$ cat src/assert_macros.svh
// ----------------------------------------------------------------------------
// assert_macros
// assertion helpers for the rtl files, included by the allocator core
// ----------------------------------------------------------------------------
`ifndef ASSERT_MACROS_SVH
`define ASSERT_MACROS_SVH

// clocked check, off while reset is asserted
`define BBA_ASSERT(name, prop) \
    name: assert property (@(posedge clk) disable iff (!rst_n) prop) \
        else $error("bba assertion failed");

// clocked check that also holds during reset
`define BBA_ASSERT_ALWAYS(name, prop) \
    name: assert property (@(posedge clk) prop) \
        else $error("bba assertion failed");

`endif

$ cat src/bba_pkg.sv
// ----------------------------------------------------------------------------
// bba_pkg
// types, constants and helpers of the buddy block allocator
// ----------------------------------------------------------------------------
package bba_pkg;

    localparam int MIN_UNIT_LOG2 = 4;
    localparam int MAX_LEVELS    = 13;
    localparam int POOL_UNITS    = 4096;
    localparam int HEADER_BYTES  = 24;

    localparam int UNIT_W  = $clog2(POOL_UNITS);
    localparam int LVL_W   = 4;
    localparam int BYTES_W = 17;
    localparam int REQ_W   = 16;
    localparam int ADDR_W  = 32;

    localparam logic [1:0] ST_ALLOC = 2'd0;
    localparam logic [1:0] ST_FAIL  = 2'd1;
    localparam logic [1:0] ST_FREED = 2'd2;

    localparam logic FUNC_ALLOC = 1'b0;

    localparam logic [1:0] CFG_POOL_BASE  = 2'd0;
    localparam logic [1:0] CFG_POOL_BYTES = 2'd1;

    typedef logic [UNIT_W-1:0] unit_t;
    typedef logic [LVL_W-1:0]  lvl_t;

    typedef struct packed {
        lvl_t level;
        logic free;
    } meta_t;

    typedef struct packed {
        logic fail;
        lvl_t ideal;
        lvl_t avail;
    } size_t;

    typedef enum logic [3:0] {
        S_INIT,
        S_IDLE,
        S_A_RM,
        S_A_SPLIT,
        S_F_LV,
        S_F_LOOP,
        S_F_CHK,
        S_F_PUSH,
        S_F_P2,
        S_F_P3,
        S_DONE
    } state_t;

    // top level index for a pool size, levels in use minus one
    function automatic lvl_t top_level(input logic [BYTES_W-1:0] bytes);
        logic [4:0] lg;
        logic [4:0] n;
        lg = '0;
        for (int i = 0; i < BYTES_W; i++)
        begin
            if (bytes[i])
                lg = 5'(i);
        end
        if (bytes == '0 || lg < 5'(MIN_UNIT_LOG2))
            n = 5'd0;
        else
            n = lg - 5'(MIN_UNIT_LOG2);
        if (n > 5'(MAX_LEVELS - 1))
            n = 5'(MAX_LEVELS - 1);
        if (n > 5'(UNIT_W))
            n = 5'(UNIT_W);
        return lvl_t'(n);
    endfunction

endpackage

$ cat src/bba_size.sv
// ----------------------------------------------------------------------------
// bba_size
// request sizing: rounds request plus header to a level and picks the
// lowest non-empty free list at or above it
// ----------------------------------------------------------------------------
module bba_size (
    input  logic [bba_pkg::REQ_W-1:0]   request_bytes,
    input  logic [bba_pkg::BYTES_W-1:0] pool_bytes,
    input  bba_pkg::lvl_t               top,
    input  logic [bba_pkg::MAX_LEVELS-1:0] head_valid,
    output bba_pkg::size_t              size
);
    import bba_pkg::*;

    logic [BYTES_W-1:0]    need;
    logic [BYTES_W-1:0]    need_m1;
    logic [4:0]            bit_len;
    logic                  too_big;
    logic [MAX_LEVELS-1:0] cand;
    logic                  found;

    always_comb
    begin
        need    = BYTES_W'(request_bytes) + BYTES_W'(HEADER_BYTES);
        need_m1 = need - BYTES_W'(1);
        too_big = {1'b0, need} > ({1'b0, pool_bytes} + 18'd1);
        bit_len = '0;
        for (int i = 0; i < BYTES_W; i++)
        begin
            if (need_m1[i])
                bit_len = 5'(i + 1);
        end
        if (bit_len > 5'(MIN_UNIT_LOG2))
            size.ideal = lvl_t'(bit_len - 5'(MIN_UNIT_LOG2));
        else
            size.ideal = '0;

        for (int i = 0; i < MAX_LEVELS; i++)
            cand[i] = head_valid[i] && (lvl_t'(i) >= size.ideal) && (lvl_t'(i) <= top);

        found      = 1'b0;
        size.avail = '0;
        for (int i = MAX_LEVELS - 1; i >= 0; i--)
        begin
            if (cand[i])
            begin
                found      = 1'b1;
                size.avail = lvl_t'(i);
            end
        end
        size.fail = (request_bytes == '0) || too_big || !found;
    end

endmodule

$ cat config.mk
export PLATFORM = sky130hd
export DESIGN_NAME = bba_size
export DESIGN_NICKNAME = d
export VERILOG_FILES = /design/src/assert_macros.svh /design/src/bba_pkg.sv /design/src/bba_size.sv
export SDC_FILE = /design/constraint.sdc
export NUM_CORES = 1
export LEC_CHECK = 0
export BUFFER_PORTS_ARGS = -buffer_cell sky130_fd_sc_hd__buf_2
export CAP_MARGIN = 10
export CORE_MARGIN = 1.5
export CORE_UTILIZATION = 50
export DETAILED_ROUTE_END_ITERATION = 10
export PLACE_DENSITY = 0.77
export SLEW_MARGIN = 5
export SYNTH_ARGS = -nofsm -noshare
export SYNTH_HDL_FRONTEND = slang
export SYNTH_SLANG_ARGS = --single-unit
export TNS_END_PERCENT = 30
$ cat constraint.sdc
create_clock -name vclk -period 6.5
set_clock_uncertainty 0.05 [all_clocks]
set_input_delay 0.975 -clock vclk [all_inputs]
set_output_delay 0.975 -clock vclk [all_outputs]
set_load 0.03 [all_outputs]
==> impl_metrics.env <==
export IMPL_status="finished, final reports clean"
export IMPL_grt_overflow_total=0
export IMPL_finalHoldViolations=0
export IMPL_grt_use_total_pct=25.34
export IMPL_fin_crit_sh_pct=96.20
export IMPL_final_setup_tns_ns=0
export IMPL_postLayoutSetupSlackWorst_ns=0.2468
export IMPL_min_from="head_valid[0]"
export IMPL_seq_cell_count=0
export IMPL_gp_congestion=0.8923
export IMPL_p_leak_nw=1.332
export IMPL_routed_wl_um=7720
export IMPL_start_kind="primary input"
export IMPL_slew_headroom_pct=59.56
export IMPL_layout_drive_gt1_share_pct=25.00
export IMPL_synthSimpleGateAreaFrac_pct=31.68
export IMPL_drc_errors=0
export IMPL_drt_pass1_iter_count=5
export IMPL_synthDistinctLibCells=80
export IMPL_setup_violations=0
export IMPL_die_area_um2=5852
export IMPL_synth_fp_nets=458
export IMPL_ant_nets=0
export IMPL_routedWlPerCell_um=15.26
export IMPL_io_pins=59
export IMPL_ys_seq_area_share_pct=0
export IMPL_cp_arrival_ns=5.23
export IMPL_grt_pass1_wl_um=12840
export IMPL_hold_ws_ns=2.406
export IMPL_end_kind="output port"
export IMPL_initialDrtViolationCount=291
export IMPL_power_per_cell_area_nw_per_um2=74.98
export IMPL_ir_drop_mv=0.05131
export IMPL_grt_pass1_vias=2853
export IMPL_portBuffers=59
export IMPL_finish_utilization_pct=61.13
export IMPL_cap_violations=0
export IMPL_worstSetupPathType="in2out"
export IMPL_syn_to_final_growth_pct=17.04
export IMPL_final_cell_mix="59 x buf_2, 26 x ha_1, 25 x nand2_1"
export IMPL_rows=26
export IMPL_fin_crit_ns=6.253
export IMPL_synth_avg_cell_area_um2=7.090
export IMPL_ff_latch_area_um2=0
export IMPL_worst_pin_slew_ns=0.6002
export IMPL_cp_max_fo=7
export IMPL_syn_area_um2=2701
export IMPL_max_freq_mhz=159.9
export IMPL_die_y_um=76.50
export IMPL_min_path_type="in2out"
export IMPL_initial_core_util_pct=52.23
export IMPL_antenna_found_initial=0
export IMPL_core_area_um2=5172
export IMPL_startpoint="request_bytes[4]"
export IMPL_slew_violations=0
export IMPL_synthXorXnorAreaFrac_pct=13.43
export IMPL_diodes=0
export IMPL_required_ns=5.47
export IMPL_nClkBuffers=0
export IMPL_vias=3147
export IMPL_crit_end="size[8]"
export IMPL_finalPower_w=0.0002371
export IMPL_grt_max_degree=15
export IMPL_dpl_hpwl_um=6315
export IMPL_synth_cells=381
export IMPL_pre_cts_slack_ns=0.1055
export IMPL_nNetsFinal=515
export IMPL_synth_compound_area_share_pct=33.90
export IMPL_layout_commonest_cell="buf_2"
export IMPL_synthMuxAreaShare_pct=1.482
export IMPL_die_w_um=76.50
export IMPL_synth_adder_area_share_pct=12.88
export IMPL_cts_hold_fix_buffers=0
export IMPL_vias_per_cell=6.219
export IMPL_yosys_warnings=0
export IMPL_synth_top_family_by_area="compound AO/OA/AOI/OAI gates"
kinds of logic (layout without fill, tap and decap cells):
family          Yosys count  in the layout
compound gates          121            121
xor+xnor                 38             38
fa+ha+maj                28             28
buf+inv                  45            100
mux                       4              4
simple gates            145            145
per-layer routing:
metal	share of wire [%]	track usage, %	up-vias
met4	0.40	1.852	0
li1	-	-	1564
met1	48	36.87	1432
met5	0	0	-
met3	7.4	1.317	4
met2	45	42.59	147
Yosys cell counts (3+ instances only):
master     number  area (um^2)
clkbuf_1        9        33.78
nand4_1         8        50.05
nand4b_1        4        35.03
a32oi_1         4        35.03
and2_1          4        25.02
a21oi_1        18        90.09
a211o_1         3        26.28
o211ai_1       13        97.59
a31oi_1         7        43.79
and3_1         10        62.56
xor2_2          3        48.80
o21a_1          8        60.06
a2bb2oi_1       3        26.28
xor2_1         15        131.4
a211oi_1        5        37.54
nand2b_1        5        31.28
nor2_1         21        78.83
or2_2           3        18.77
nand3_1        20        100.1
nor4_1          3        18.77
inv_1          24        90.09
a21o_1          6        45.04
inv_2           4        15.01
ha_1           27        337.8
o21ai_0        16        80.08
o31a_1          3        26.28
xnor2_1        19        166.4
nand2_1        25        93.84
nor3b_1         3        22.52
nor2b_1         3        18.77
mux2i_1         4        40.04
or3_1           6        37.54
buf_2           6        30.03
nor3_1         11        55.05
critical path, cell delays in order:
cell	delay (ns)
buf_2	0.17
inv_1	0.10
ha_2	0.25
nand4b_1	0.22
or4_1	0.55
xor2_2	0.31
inv_1	0.16
o32a_1	0.44
nor2_2	0.19
inv_1	0.06
ha_1	0.19
nor3b_2	0.18
a211oi_1	0.30
buf_4	0.18
o22ai_1	0.13
nor2_1	0.16
nand2b_1	0.10
o311ai_2	0.29
buf_2	0.25
worst min path at each step:
stage	endpoint	slack (ns)	depth (start not counted)
finish	size[1]	2.41	5
global route	size[1]	2.45	5
CTS	size[1]	2.40	5
detailed placement	size[1]	2.40	5
global placement	size[1]	2.40	5
floorplan	size[8]	2.22	3
repair_timing:
item / CTS / global route
setup buffers: 0 / 1
resized for setup: 0 / 8
setup endpoints to repair: 0 / 5
power breakdown:
part,internal [W],total (W),switching (W)
sequential,0,0,0
clock,0,0,0
combinational,0.0000941,0.000237,0.000143
total,0.0000941,0.000237,0.000143
layout make-up:
type	instances	area [um^2]
Inverter	29	111.4
Multi-Input combinational cell	336	2577
Tap cell	70	87.58
Fill cell	474	2011
Timing Repair Buffer	71	385.4
metrics by stage:
step                      cells  area, um^2
final                       506        3162
after global routing        506        3162
after CTS                   505        3112
after detailed placement    505        3112
after global placement      505        3112
after floorplan             381        2714
No activity file was read; power rests on OpenSTA's default activity.
